File: src/rtl/core/smpl_pkg.sv
// Shared types and constants of the stick-to-motor PWM and lamp unit.
`default_nettype none
package smpl_pkg;

  // Operation codes of an input transaction
  localparam logic OP_REPORT = 1'b0;
  localparam logic OP_TICK   = 1'b1;

  // Lamp color codes
  localparam logic [1:0] LAMP_OFF   = 2'd0;
  localparam logic [1:0] LAMP_WHITE = 2'd1;
  localparam logic [1:0] LAMP_AMBER = 2'd2;

  localparam logic [8:0]         DEADZONE_RST = 9'd51;
  localparam logic signed [11:0] FULL_SCALE   = 12'sd510;
  localparam logic signed [11:0] STEER_CENTER = 12'sd1530;
  // floor(m * 257 / 80) == (m * STEER_MUL) >> STEER_SHIFT for m <= 2040
  localparam logic [21:0]        STEER_MUL    = 22'd3368551;
  localparam int                 STEER_SHIFT  = 20;
  localparam int                 QUEUE_DEPTH  = 2;

  typedef struct packed {
    logic              operation;
    logic signed [7:0] stick_x;
    logic signed [7:0] stick_y;
    logic              press_select;
    logic              press_triangle;
    logic              press_cross;
    logic              press_square;
    logic              press_circle;
    logic              press_start;
    logic              link_up;
  } in_item_t;

  typedef struct packed {
    logic        duty_write;
    logic [15:0] duty_forward;
    logic [15:0] duty_reverse;
    logic [12:0] duty_steer;
    logic [1:0]  lamp_left;
    logic [1:0]  lamp_right;
  } out_item_t;

  // Classified command between front and back
  typedef struct packed {
    logic               is_tick;
    logic               duty_write;
    logic signed [10:0] dx;
    logic signed [10:0] dy;
    logic [1:0]         lamp_left;
    logic [1:0]         lamp_right;
  } cmd_t;

  // Queue status seen by the front
  typedef struct packed {
    logic full;
    logic empty;
  } q_status_t;

endpackage
`default_nettype wire

File: src/rtl/core/stick_to_motor_pwm_and_lights_unit.sv
// Top level of the stick-to-motor PWM and lamp unit.
//
//   Channel   Ports                            Direction  Handshake
//   input     in_valid, in_ready, in_item      in         valid/ready
//   result    out_valid, out_ready, out_item   out        valid/ready
//   config    cfg_we, cfg_wdata                in         write enable, no wait
//
// One transaction per cycle sustained while out_ready stays high; a result leaves
// after its input passes the queue entry, dead zone stage and duty scaling stage.
// The steering multiply (11 x 22 bits) in the last stage sets the clock path.
// Synchronous active-low reset clears offsets, lamp flags, blink phase and all
// valid state, and loads the dead zone with 51. A stalled result holds in the
// output register; in_ready drops only once the two-entry queue fills.
`default_nettype none
module stick_to_motor_pwm_and_lights_unit (
  input  wire                 clk,
  input  wire                 rst_n,
  input  wire                 in_valid,
  output logic                in_ready,
  input  smpl_pkg::in_item_t  in_item,
  output logic                out_valid,
  input  wire                 out_ready,
  output smpl_pkg::out_item_t out_item,
  input  wire                 cfg_we,
  input  wire [8:0]           cfg_wdata
);
  import smpl_pkg::*;

  q_status_t q_status;
  logic      push;
  cmd_t      push_cmd;
  logic      q_valid;
  cmd_t      q_cmd;
  logic      q_pop;

  // Front: classify transactions, update calibration and lamp flags
  smpl_front u_front (
    .clk      (clk),
    .rst_n    (rst_n),
    .in_valid (in_valid),
    .in_ready (in_ready),
    .in_item  (in_item),
    .q_status (q_status),
    .push     (push),
    .push_cmd (push_cmd)
  );

  // Decouple front and back so each side stalls on its own
  smpl_queue u_queue (
    .clk      (clk),
    .rst_n    (rst_n),
    .push     (push),
    .push_cmd (push_cmd),
    .q_status (q_status),
    .q_valid  (q_valid),
    .q_cmd    (q_cmd),
    .q_pop    (q_pop)
  );

  // Back: dead zone, clamp and duty scaling, holds the dead zone register
  smpl_back u_back (
    .clk       (clk),
    .rst_n     (rst_n),
    .cfg_we    (cfg_we),
    .cfg_wdata (cfg_wdata),
    .q_valid   (q_valid),
    .q_cmd     (q_cmd),
    .q_pop     (q_pop),
    .out_valid (out_valid),
    .out_ready (out_ready),
    .out_item  (out_item)
  );

endmodule
`default_nettype wire

File: src/rtl/core/smpl_front.sv
// Front end: accept transactions, update calibration and lamp state, emit commands.
`default_nettype none
module smpl_front (
  input  wire                  clk,
  input  wire                  rst_n,
  input  wire                  in_valid,
  output logic                 in_ready,
  input  smpl_pkg::in_item_t   in_item,
  input  smpl_pkg::q_status_t  q_status,
  output logic                 push,
  output smpl_pkg::cmd_t       push_cmd
);
  import smpl_pkg::*;

  logic signed [9:0] off_x_r, off_x_nxt;
  logic signed [9:0] off_y_r, off_y_nxt;
  logic              hb_r, hb_nxt;
  logic              bl_r, bl_nxt;
  logic              br_r, br_nxt;
  logic              ph_r, ph_nxt;
  logic              accept;
  logic              is_report;
  logic              ph_show;
  logic signed [9:0] vx;
  logic signed [9:0] vy;

  function automatic logic [1:0] lamp_code(input logic blink, input logic phase,
                                           input logic beam);
    logic [1:0] c;
    if (blink && phase) c = LAMP_AMBER;
    else if (beam)      c = LAMP_WHITE;
    else                c = LAMP_OFF;
    return c;
  endfunction

  assign in_ready  = !q_status.full;
  assign accept    = in_valid && in_ready;
  assign push      = accept;
  assign is_report = (in_item.operation == OP_REPORT);
  // 4*(s+128)-510 reduces to 4*s+2
  assign vx = $signed({in_item.stick_x, 2'b10});
  assign vy = $signed({in_item.stick_y, 2'b10});

  always_comb begin
    off_x_nxt = off_x_r;
    off_y_nxt = off_y_r;
    hb_nxt    = hb_r;
    bl_nxt    = bl_r;
    br_nxt    = br_r;
    ph_nxt    = ph_r;
    if (accept && is_report) begin
      if (in_item.press_select) begin
        off_x_nxt = vx;
        off_y_nxt = vy;
      end
      if (in_item.press_triangle) begin
        hb_nxt = 1'b1;
        bl_nxt = 1'b0;
        br_nxt = 1'b0;
      end else if (in_item.press_cross) begin
        hb_nxt = 1'b0;
        bl_nxt = 1'b0;
        br_nxt = 1'b0;
      end else if (in_item.press_square) begin
        ph_nxt = 1'b1;
        br_nxt = 1'b0;
        bl_nxt = ~bl_r;
      end else if (in_item.press_circle) begin
        ph_nxt = 1'b1;
        bl_nxt = 1'b0;
        br_nxt = ~br_r;
      end else if (in_item.press_start) begin
        ph_nxt = 1'b1;
        bl_nxt = ~bl_r;
        br_nxt = ~br_r;
      end
    end else if (accept) begin
      // tick: show the current phase, then flip it
      ph_nxt = ~ph_r;
    end
  end

  assign ph_show = is_report ? ph_nxt : ph_r;

  always_comb begin
    push_cmd.is_tick    = !is_report;
    push_cmd.duty_write = is_report ? 1'b1 : !in_item.link_up;
    push_cmd.dx         = $signed({vx[9], vx}) - $signed({off_x_nxt[9], off_x_nxt});
    push_cmd.dy         = $signed({vy[9], vy}) - $signed({off_y_nxt[9], off_y_nxt});
    push_cmd.lamp_left  = lamp_code(bl_nxt, ph_show, hb_nxt);
    push_cmd.lamp_right = lamp_code(br_nxt, ph_show, hb_nxt);
  end

  always_ff @(posedge clk) begin
    if (!rst_n) begin
      off_x_r <= '0;
      off_y_r <= '0;
      hb_r    <= 1'b0;
      bl_r    <= 1'b0;
      br_r    <= 1'b0;
      ph_r    <= 1'b0;
    end else begin
      off_x_r <= off_x_nxt;
      off_y_r <= off_y_nxt;
      hb_r    <= hb_nxt;
      bl_r    <= bl_nxt;
      br_r    <= br_nxt;
      ph_r    <= ph_nxt;
    end
  end

`ifndef NO_ASSERTIONS
  a_turn_sets_phase: assert property (@(posedge clk) disable iff (!rst_n)
    accept && is_report && !in_item.press_triangle && !in_item.press_cross &&
    (in_item.press_square || in_item.press_circle || in_item.press_start) |=> ph_r)
    else $error("blinker press did not set the blink phase");
  a_tick_keeps_flags: assert property (@(posedge clk) disable iff (!rst_n)
    accept && !is_report |=> $stable(hb_r) && $stable(bl_r) && $stable(br_r))
    else $error("tick changed lamp flags");
  a_tick_flips_phase: assert property (@(posedge clk) disable iff (!rst_n)
    accept && !is_report |=> ph_r != $past(ph_r))
    else $error("tick did not flip the blink phase");
`endif

endmodule
`default_nettype wire

File: src/rtl/core/smpl_queue.sv
// Two-entry command queue between front and back.
`default_nettype none
module smpl_queue (
  input  wire                  clk,
  input  wire                  rst_n,
  input  wire                  push,
  input  smpl_pkg::cmd_t       push_cmd,
  output smpl_pkg::q_status_t  q_status,
  output logic                 q_valid,
  output smpl_pkg::cmd_t       q_cmd,
  input  wire                  q_pop
);
  import smpl_pkg::*;

  cmd_t       mem_r [QUEUE_DEPTH];
  logic       wr_ptr_r, wr_ptr_nxt;
  logic       rd_ptr_r, rd_ptr_nxt;
  logic [1:0] cnt_r, cnt_nxt;
  logic       do_push;
  logic       do_pop;

  assign q_status.full  = (cnt_r == 2'(QUEUE_DEPTH));
  assign q_status.empty = (cnt_r == 2'd0);
  assign q_valid        = !q_status.empty;
  assign q_cmd          = mem_r[rd_ptr_r];
  assign do_push        = push && !q_status.full;
  assign do_pop         = q_pop && q_valid;

  always_comb begin
    wr_ptr_nxt = do_push ? ~wr_ptr_r : wr_ptr_r;
    rd_ptr_nxt = do_pop  ? ~rd_ptr_r : rd_ptr_r;
    cnt_nxt    = cnt_r;
    if (do_push && !do_pop) cnt_nxt = cnt_r + 2'd1;
    else if (do_pop && !do_push) cnt_nxt = cnt_r - 2'd1;
  end

  always_ff @(posedge clk) begin
    if (do_push) mem_r[wr_ptr_r] <= push_cmd;
  end

  always_ff @(posedge clk) begin
    if (!rst_n) begin
      wr_ptr_r <= 1'b0;
      rd_ptr_r <= 1'b0;
      cnt_r    <= 2'd0;
    end else begin
      wr_ptr_r <= wr_ptr_nxt;
      rd_ptr_r <= rd_ptr_nxt;
      cnt_r    <= cnt_nxt;
    end
  end

`ifndef NO_ASSERTIONS
  a_cnt_bound: assert property (@(posedge clk) disable iff (!rst_n)
    cnt_r <= 2'(QUEUE_DEPTH))
    else $error("queue count out of range");
  a_pop_only: assert property (@(posedge clk) disable iff (!rst_n)
    do_pop && !do_push |=> cnt_r == $past(cnt_r) - 2'd1)
    else $error("queue count did not drop on pop");
  a_ptr_track: assert property (@(posedge clk) disable iff (!rst_n)
    (wr_ptr_r ^ rd_ptr_r) == cnt_r[0])
    else $error("queue pointers disagree with count");
`endif

endmodule
`default_nettype wire

File: src/rtl/core/smpl_back.sv
// Back end: dead zone and clamp stage, then duty scaling into the output register.
`default_nettype none
module smpl_back (
  input  wire                 clk,
  input  wire                 rst_n,
  input  wire                 cfg_we,
  input  wire [8:0]           cfg_wdata,
  input  wire                 q_valid,
  input  smpl_pkg::cmd_t      q_cmd,
  output logic                q_pop,
  output logic                out_valid,
  input  wire                 out_ready,
  output smpl_pkg::out_item_t out_item
);
  import smpl_pkg::*;

  logic [8:0]        deadzone_r;
  logic              a_valid_r, a_valid_nxt;
  logic              a_tick_r;
  logic              a_wr_r;
  logic signed [9:0] a_sx_r;
  logic signed [9:0] a_sy_r;
  logic [1:0]        a_ll_r;
  logic [1:0]        a_lr_r;
  logic              b_valid_r, b_valid_nxt;
  out_item_t         b_item_r, b_item_nxt;
  logic              b_ready;
  logic              a_ready;
  logic              a_move;
  logic [8:0]        mag_y;
  logic [16:0]       mul_y;
  logic signed [11:0] m_wide;
  logic [10:0]       m_steer;
  logic [32:0]       mul_s;

  function automatic logic signed [9:0] shape(input logic signed [10:0] d,
                                              input logic [8:0] r);
    logic signed [11:0] dd;
    logic signed [11:0] rr;
    logic signed [11:0] o;
    dd = $signed({d[10], d});
    rr = $signed({3'b000, r});
    if (dd > rr)       o = dd - rr;
    else if (dd < -rr) o = dd + rr;
    else               o = '0;
    if (o > FULL_SCALE)  o = FULL_SCALE;
    if (o < -FULL_SCALE) o = -FULL_SCALE;
    return o[9:0];
  endfunction

  assign b_ready   = !b_valid_r || out_ready;
  assign a_ready   = !a_valid_r || b_ready;
  assign q_pop     = q_valid && a_ready;
  assign a_move    = a_valid_r && b_ready;
  assign out_valid = b_valid_r;
  assign out_item  = b_item_r;

  always_ff @(posedge clk) begin
    if (!rst_n) deadzone_r <= DEADZONE_RST;
    else if (cfg_we) deadzone_r <= cfg_wdata;
  end

  // Stage A: dead zone and saturation
  assign a_valid_nxt = q_pop ? 1'b1 : (a_move ? 1'b0 : a_valid_r);

  always_ff @(posedge clk) begin
    if (q_pop) begin
      a_tick_r <= q_cmd.is_tick;
      a_wr_r   <= q_cmd.duty_write;
      a_sx_r   <= shape(q_cmd.dx, deadzone_r);
      a_sy_r   <= shape(q_cmd.dy, deadzone_r);
      a_ll_r   <= q_cmd.lamp_left;
      a_lr_r   <= q_cmd.lamp_right;
    end
  end

  // Stage B: duty scaling
  assign mag_y   = a_sy_r[9] ? 9'(-a_sy_r) : a_sy_r[8:0];
  assign mul_y   = {mag_y, 8'd0} + {8'd0, mag_y};
  assign m_wide  = STEER_CENTER + $signed({{2{a_sx_r[9]}}, a_sx_r});
  assign m_steer = m_wide[10:0];
  assign mul_s   = {22'd0, m_steer} * {11'd0, STEER_MUL};

  always_comb begin
    b_item_nxt.duty_write   = a_wr_r;
    b_item_nxt.lamp_left    = a_ll_r;
    b_item_nxt.lamp_right   = a_lr_r;
    b_item_nxt.duty_forward = '0;
    b_item_nxt.duty_reverse = '0;
    b_item_nxt.duty_steer   = '0;
    if (!a_tick_r) begin
      if (a_sy_r[9]) b_item_nxt.duty_reverse = mul_y[16:1];
      else           b_item_nxt.duty_forward = mul_y[16:1];
      b_item_nxt.duty_steer = mul_s[STEER_SHIFT +: 13];
    end
  end

  assign b_valid_nxt = a_move ? 1'b1 : (out_ready ? 1'b0 : b_valid_r);

  always_ff @(posedge clk) begin
    if (a_move) b_item_r <= b_item_nxt;
  end

  always_ff @(posedge clk) begin
    if (!rst_n) begin
      a_valid_r <= 1'b0;
      b_valid_r <= 1'b0;
    end else begin
      a_valid_r <= a_valid_nxt;
      b_valid_r <= b_valid_nxt;
    end
  end

`ifndef NO_ASSERTIONS
  a_idle_tick_zero: assert property (@(posedge clk) disable iff (!rst_n)
    b_valid_r && !b_item_r.duty_write |->
    b_item_r.duty_forward == 16'd0 && b_item_r.duty_reverse == 16'd0 &&
    b_item_r.duty_steer == 13'd0)
    else $error("tick with link up carries a nonzero duty");
  a_one_direction: assert property (@(posedge clk) disable iff (!rst_n)
    b_valid_r |-> b_item_r.duty_forward == 16'd0 || b_item_r.duty_reverse == 16'd0)
    else $error("both bridge channels driven");
  a_clamped: assert property (@(posedge clk) disable iff (!rst_n)
    a_valid_r |-> a_sx_r <= 10'sd510 && a_sx_r >= -10'sd510)
    else $error("steer value not clamped");
`endif

endmodule
`default_nettype wire

File: config.mk
export PLATFORM = sky130hd
export DESIGN_NAME = stick_to_motor_pwm_and_lights_unit
export DESIGN_NICKNAME = d
export VERILOG_FILES = /design/src/rtl/core/smpl_pkg.sv /design/src/rtl/core/stick_to_motor_pwm_and_lights_unit.sv /design/src/rtl/core/smpl_front.sv /design/src/rtl/core/smpl_queue.sv /design/src/rtl/core/smpl_back.sv
export SDC_FILE = /design/constraint.sdc
export NUM_CORES = 1
export LEC_CHECK = 0
export BUFFER_PORTS_ARGS = -buffer_cell sky130_fd_sc_hd__buf_2
export CAP_MARGIN = 20
export CORE_UTILIZATION = 24
export DETAILED_ROUTE_END_ITERATION = 16
export PLACE_DENSITY = 0.45
export RECOVER_POWER = 50
export SYNTH_ARGS = -nofsm -noshare
export SYNTH_HDL_FRONTEND = slang
export SYNTH_SLANG_ARGS = --single-unit
File: constraint.sdc
create_clock -name clk -period 14.7 [get_ports clk]
set_clock_uncertainty 0.15 [all_clocks]
set_input_delay 4.41 -clock clk [delete_from_list [all_inputs] [get_ports clk]]
set_output_delay 4.41 -clock clk [all_outputs]
set_load 0.01 [all_outputs]
==> impl_metrics.tcl, run 1 <==
set metrics [dict create \
    cts_resized 0 \
    insertion_delay_ns 0.46 \
    ys_ff_latch 172 \
    num_io_pins 90 \
    holdPathStages 0 \
    fin_crit_sh_pct 54.2 \
    clk_pin_slew_ns 0.08 \
    ant_nets 0 \
    synth_flop_cell "edfxtp_1" \
    rsz0062_at_grt "no" \
    htreeDepth 4 \
    fmax_ghz 0.126 \
    critical_path.startpoint_type "input port" \
    grt_pass1_wl_um 54000 \
    grt_max_degree 51 \
    root_buffer "clkbuf_16" \
    r2r-end "u_back.out_item[16]$_SDFFCE_PP0P_" \
    routabilityCongestion 0.831 \
    cp-end-kind "register" \
    post-cts-setup-buffers 0 \
    finalHoldViolations 0 \
    antenna_cells 0 \
    drtIter0Drc 446 \
    antenna_found_initial 0 \
    cts.sinks 172 \
    crit_fanout 24 \
    yosysSeqAreaShare_pct 34.1 \
    areaGrowthSynthToFinish_pct 13.5 \
    setup_violations 0 \
    cts_hold_buf 0 \
    wl_per_cell_um 14.6 \
    period_needed_ns 7.96 \
    crit_end "u_queue.mem_r[0][14]$_DFFE_PP_" \
    grt_pass1_vias 10100 \
    start_util_pct 24.2 \
    route.detailed.drc 0 \
    grt_overflow 0 \
    path_class "input port to register" \
    portBuffers 89 \
    r2r_cells 21 \
    synth_cells 1374 \
    cap_violations 3 \
    track_usage_pct 11.4 \
    slew_headroom_pct -89.5 \
    syn-num-nets 1659 \
    violations "max-capacitance violations, max-slew violations" \
    reg2reg_setup_slack_ns 7.27 \
    synthArstFlopShare_pct 0 \
    layout-drive-gt1-share_pct 10.8 \
    die_w_um 243 \
    yosys_warnings 0 \
    syn_avg_cell_area_um2 10.2 \
    num_vias 9897 \
    design.core.area_mm2 0.0576 \
    hold_class "register to register" \
    num_rows 88 \
    cts_tree "done" \
    cts_buffers 17 \
    chipHeight_um 243 \
    synthDistinctLibCells 79 \
    crit_start "in_item[23]" \
    status "finished with violations" \
    first_pass_iters 5 \
    dpl.hpwl_um 26600 \
    synthesis.area_mm2 0.0140 \
    totalWireLength_um 32700 \
    final_nets 1743 \
    slew_violations 63 \
    dieArea_mm2 0.0591 \
    r2r_start "u_back.a_sx_r[1]$_SDFFCE_PP1P_" \
    synth_edf_count 132 \
    required_ns 14.76 \
    via_per_inst 4.43 \
    arrival_ns 8.02 \
    cts_buffer_depth 2 \
    worstMarginPinSlew_ns 2.84 \
    final.setup.tns_ns 0 \
]
-- layout by cell type, fill, tap and decap left out, types with 7 or more instances in the layout --
master | netlist | layout
clkbuf_16 | 0 | 17
mux2_2 | 24 | 22
nor3_1 | 22 | 22
and2_1 | 20 | 11
buf_2 | 1 | 86
ha_1 | 172 | 172
xnor2_1 | 39 | 39
or3_1 | 13 | 13
nand2b_1 | 22 | 22
a211oi_1 | 11 | 11
nor2b_1 | 35 | 34
a31oi_1 | 8 | 8
nand2_1 | 54 | 54
fa_1 | 75 | 75
xor2_1 | 25 | 25
inv_1 | 184 | 184
nor2_1 | 117 | 117
a21o_1 | 16 | 16
o21ai_0 | 41 | 42
and3_1 | 10 | 10
mux2i_1 | 28 | 28
o211ai_1 | 11 | 11
o31ai_1 | 13 | 13
nand3_1 | 27 | 27
nand4_1 | 17 | 17
a21boi_0 | 9 | 9
edfxtp_1 | 132 | 132
clkbuf_1 | 26 | 7
nor4_1 | 9 | 9
dfxtp_1 | 40 | 40
and2_0 | 0 | 9
o21a_1 | 16 | 16
a21oi_1 | 60 | 61
-- final cells by class --
cell class	count	area [µm²]
multi-input combinational	985	8340
clock inverter	14	144
inverter	185	697
clock buffer	18	439
fill	6081	41700
tap	765	957
timing repair buffer	97	507
sequential	172	4760
-- layer usage --
| layer | global-route usage [%] | vias up | share of wire, % |
|---|---|---|---|
| met5 | 0 | - | 0 |
| met4 | 3.29 | 0 | 1.5 |
| met3 | 1.92 | 26 | 2.4 |
| met2 | 18.9 | 143 | 47 |
| met1 | 15.3 | 4730 | 50 |
| li1 | - | 4998 | - |
-- synth_stat cells, drive strengths merged (22+ instances only) --
| library cell | instances | share of area, % |
|---|---|---|
| inv | 185 | 5.0 |
| ha | 172 | 15 |
| edfxtp | 132 | 28 |
| nor2 | 119 | 3.3 |
| fa | 75 | 11 |
| a21oi | 61 | 2.2 |
| nand2 | 54 | 1.5 |
| o21ai | 44 | 1.6 |
| dfxtp | 40 | 5.7 |
| xnor2 | 39 | 2.4 |
| nor2b | 35 | 1.6 |
| mux2i | 29 | 2.2 |
| nand3 | 27 | 0.97 |
| clkbuf | 26 | 0.70 |
| xor2 | 25 | 1.6 |
| mux2 | 24 | 1.9 |
| nand2b | 22 | 0.99 |
| nor3 | 22 | 0.79 |
-- registers in the layout, summed over array words and instances (netlist names), 2 cells and up, named ones only --
register / cells
u_front.off_x_r: 10
u_back.a_lr_r: 2
u_back.out_item: 50
u_queue.cnt_r: 2
u_back.a_sy_r: 10
u_front.off_y_r: 10
u_back.a_ll_r: 2
u_queue.mem_r: 56
u_back.deadzone_r: 9
u_back.a_sx_r: 10
-- stage by stage --
stage	utilization [%]	cell area, µm²	setup WS [ns]	hold slack (ns)	cells
floorplan	-	14000	7.38	0.250	1374
global placement	26.5	15300	7.23	0.251	2203
detailed placement	26.6	15300	7.17	0.256	2204
CTS	27.6	15900	7.18	0.275	2236
global route	27.5	15900	6.25	0.279	2236
finish	27.5	15900	6.74	0.275	2236
-- worst min-delay path by stage --
stage                                     from                            end  slack, ns
finish              u_back.a_lr_r[1]$_DFFE_PP_   u_back.out_item[1]$_DFFE_PP_       0.28
global route        u_back.a_lr_r[1]$_DFFE_PP_   u_back.out_item[1]$_DFFE_PP_       0.28
CTS                 u_back.a_lr_r[1]$_DFFE_PP_   u_back.out_item[1]$_DFFE_PP_       0.27
detailed placement  u_back.a_lr_r[1]$_DFFE_PP_   u_back.out_item[1]$_DFFE_PP_       0.26
global placement       u_back.a_wr_r$_DFFE_PP_  u_back.out_item[49]$_DFFE_PP_       0.25
floorplan           u_back.a_lr_r[0]$_DFFE_PP_   u_back.out_item[0]$_DFFE_PP_       0.25
-- critical path, stage by stage --
cell and delay (ns):
clkbuf_1 0.20, inv_1 0.12, nand4_1 0.13, clkbuf_1 1.04, mux2i_1 0.25, ha_1 0.40, nor2b_1 0.14, o21ai_0 0.10
a21boi_0 0.24, o21ai_0 0.14, a21boi_0 0.25, o21ai_0 0.12, nand2b_1 0.12, a211oi_1 0.08, mux2_2 0.27
-- logic make-up after synthesis --
group	count (synthesis)	share of synthesized area, %
xor gates and xnor gates	64	4.01
and+or+nand+nor	370	13.4
buffers and inverters	217	6.02
muxes	53	4.10
DFF	172	34.1
AOI/OAI and AO/OA	251	12.2
adders and majority gates	247	26.2
Power of run 1 is left out: the tool's default activity adds up to more than one toggle a clock period on the data nets, which glitch-free logic cannot reach.
==> run 2, diff against run 1 <==
PLACE_DENSITY = 0.46   (was 0.45)
clock period = 6.43 ns   (was 14.7 ns; I/O delays follow)
==> run 2 against run 1 <==
Compared with the run above:
- the flow still finishes with violations (max-capacitance violations, max-slew violations)
- die area stayed put
- worst hold slack improved by 0.0011 ns
- clock-buffer cell count fell by 1
- register-to-register slack lost 7.0 ns
- flip-flop and latch count is the same
- non-clock buffer count up 19
- sequential share of layout area decreased by 0.49 points
- via count up 0.53%
- critical endpoint is now u_back.out_item[13]$_SDFFCE_PP0P_
- highest routed layer unchanged
==> impl_metrics.tcl, run 2 (synthesis gave the netlist of run 1 again) <==
set metrics [dict create \
    slew_headroom_pct -76.4 \
    period_needed_ns 6.18 \
    chipHeight_um 243 \
    r2r_start "u_back.a_sx_r[1]$_SDFFCE_PP1P_" \
    first_pass_iters 5 \
    antenna_found_initial 0 \
    cts_buffers 17 \
    cp_slowest_cell "fa_1" \
    insertion_delay_ns 0.47 \
    design.core.area_mm2 0.0576 \
    route.detailed.drc 0 \
    track_usage_pct 11.6 \
    portBuffers 89 \
    die_w_um 243 \
    crit_fanout 3 \
    status "finished with violations" \
    num_rows 88 \
    crit_end "u_back.out_item[13]$_SDFFCE_PP0P_" \
    layout_commonest_cell "inv_1" \
    start_util_pct 24.2 \
    reg2reg_setup_slack_ns 0.25 \
    violations "max-capacitance violations, max-slew violations" \
    drtIter0Drc 436 \
    dpl.hpwl_um 27100 \
    via_per_inst 4.41 \
    dieArea_mm2 0.0591 \
    grt_pass1_vias 10100 \
    finalHoldViolations 0 \
    crit_top_cell "fa_1" \
    fill_cells 6077 \
    final.setup.tns_ns 0 \
    areaGrowthSynthToFinish_pct 15.4 \
    critical_path.startpoint_type "register" \
    fin_area_mm2 0.0161 \
    arrival_ns 6.23 \
    hold_class "register to register" \
    critPathMaxStageDelay_ns 0.57 \
    layout-drive-gt1-share_pct 13.2 \
    setup_violations 0 \
    multiInputGateArea_mm2 0.00843 \
    crit_start "u_back.a_sx_r[1]$_SDFFCE_PP1P_" \
    place_area_mm2 0.0155 \
    clk_pin_slew_ns 0.08 \
    num_io_pins 90 \
    slew_violations 204 \
    grt_pass1_wl_um 54300 \
    wl_per_cell_um 14.9 \
    ant_nets 0 \
    r2r-end "u_back.out_item[13]$_SDFFCE_PP0P_" \
    worstMarginPinSlew_ns 2.65 \
    htreeDepth 4 \
    required_ns 6.49 \
    path_class "register to register" \
    final_nets 1762 \
    cts.sinks 172 \
    num_vias 9949 \
    cp-end-kind "register" \
    largest-register "u_queue.mem_r" \
    grt_max_degree 51 \
    largest_reg_flops 56 \
    grt_overflow 0 \
    cts_buffer_depth 2 \
    antenna_cells 0 \
    routabilityCongestion 0.846 \
    r2r_cells 21 \
    layout_common_cells "inv_1 (184), ha_1 (171), edfxtp_1 (132)" \
    fmax_ghz 0.162 \
    cap_violations 6 \
    totalWireLength_um 33600 \
    cts_tree "done" \
    final_util_pct 28.0 \
    cts_hold_buf 0 \
    crit_chain "ha_1 -> nor3_2 -> nand3b_1 -> xnor2_2 -> inv_1 -> fa_1 -> fa_1 -> fa_1 -> fa_1 -> fa_1 -> inv_1 -> ha_1 -> o21ai_0 -> o31ai_1 -> a31oi_1 -> o31ai_4 -> a21oi_2 -> nor2_1 -> a21oi_1 -> nor2b_1 -> o31a_1" \
    fin_crit_sh_pct 96.1 \
    root_buffer "clkbuf_16" \
    seq_area_mm2 0.00476 \
]
run 2: area by class of cell:
class                      instances  area share, %
sequential                       172           29.6
tap                              765           5.94
clock inverter                    15           1.19
timing repair buffer             116           4.01
clock buffer                      17           2.64
multi-input combinational        985           52.3
inverter                         185           4.32
run 2: how the worst min path moves through the flow:
stage,from,end,slack (ns),depth (start not counted)
5_1_grt,u_back.a_lr_r[1]$_DFFE_PP_,u_back.out_item[1]$_DFFE_PP_,0.29,0
4_1_cts,u_back.a_lr_r[1]$_DFFE_PP_,u_back.out_item[1]$_DFFE_PP_,0.28,0
2_1_floorplan,u_back.a_lr_r[0]$_DFFE_PP_,u_back.out_item[0]$_DFFE_PP_,0.25,0
3_5_place_dp,u_back.a_ll_r[0]$_DFFE_PP_,u_back.out_item[2]$_DFFE_PP_,0.27,0
3_3_place_gp,u_back.a_lr_r[1]$_DFFE_PP_,u_back.out_item[1]$_DFFE_PP_,0.26,0
6_report,u_back.a_ll_r[0]$_DFFE_PP_,u_back.out_item[2]$_DFFE_PP_,0.28,0
run 2: what timing repair did:
item / CTS / global route
endpoints found under the setup margin: 1 / 10
resized for setup: 1 / 10
buffers inserted: 0 / 0
cloned: 0 / 0
pin swaps: 0 / 5
run 2: layer usage:
metal / wire length, µm / global-route usage [%]
met4: 694 / 3.55
met1: 16700 / 15.6
met2: 15400 / 18.7
met3: 776 / 2.10
met5: 0 / 0
run 2: through the flow:
stage | std cells | hold slack (ns) | worst slack, ns
after floorplan | 1374 | 0.250 | 0.0854
after global placement | 2222 | 0.262 | 0.0739
after detailed placement | 2223 | 0.266 | -0.00880
after CTS | 2255 | 0.281 | 0.0488
after global routing | 2255 | 0.293 | -0.0618
final | 2255 | 0.276 | 0.251
run 2: critical path, delay by kind of cell, from the launching register on:
kind / cells / cell delay [ns]
XOR/XNOR: 1 / 0.16
flip-flops: 1 / 0.43
adder cells (fa/ha/maj): 7 / 3.13
buffers and inverters: 2 / 0.17
AO/OA/AOI/OAI: 7 / 1.43
AND/OR/NAND/NOR: 4 / 0.49
Power of run 2 is left out for the same reason.
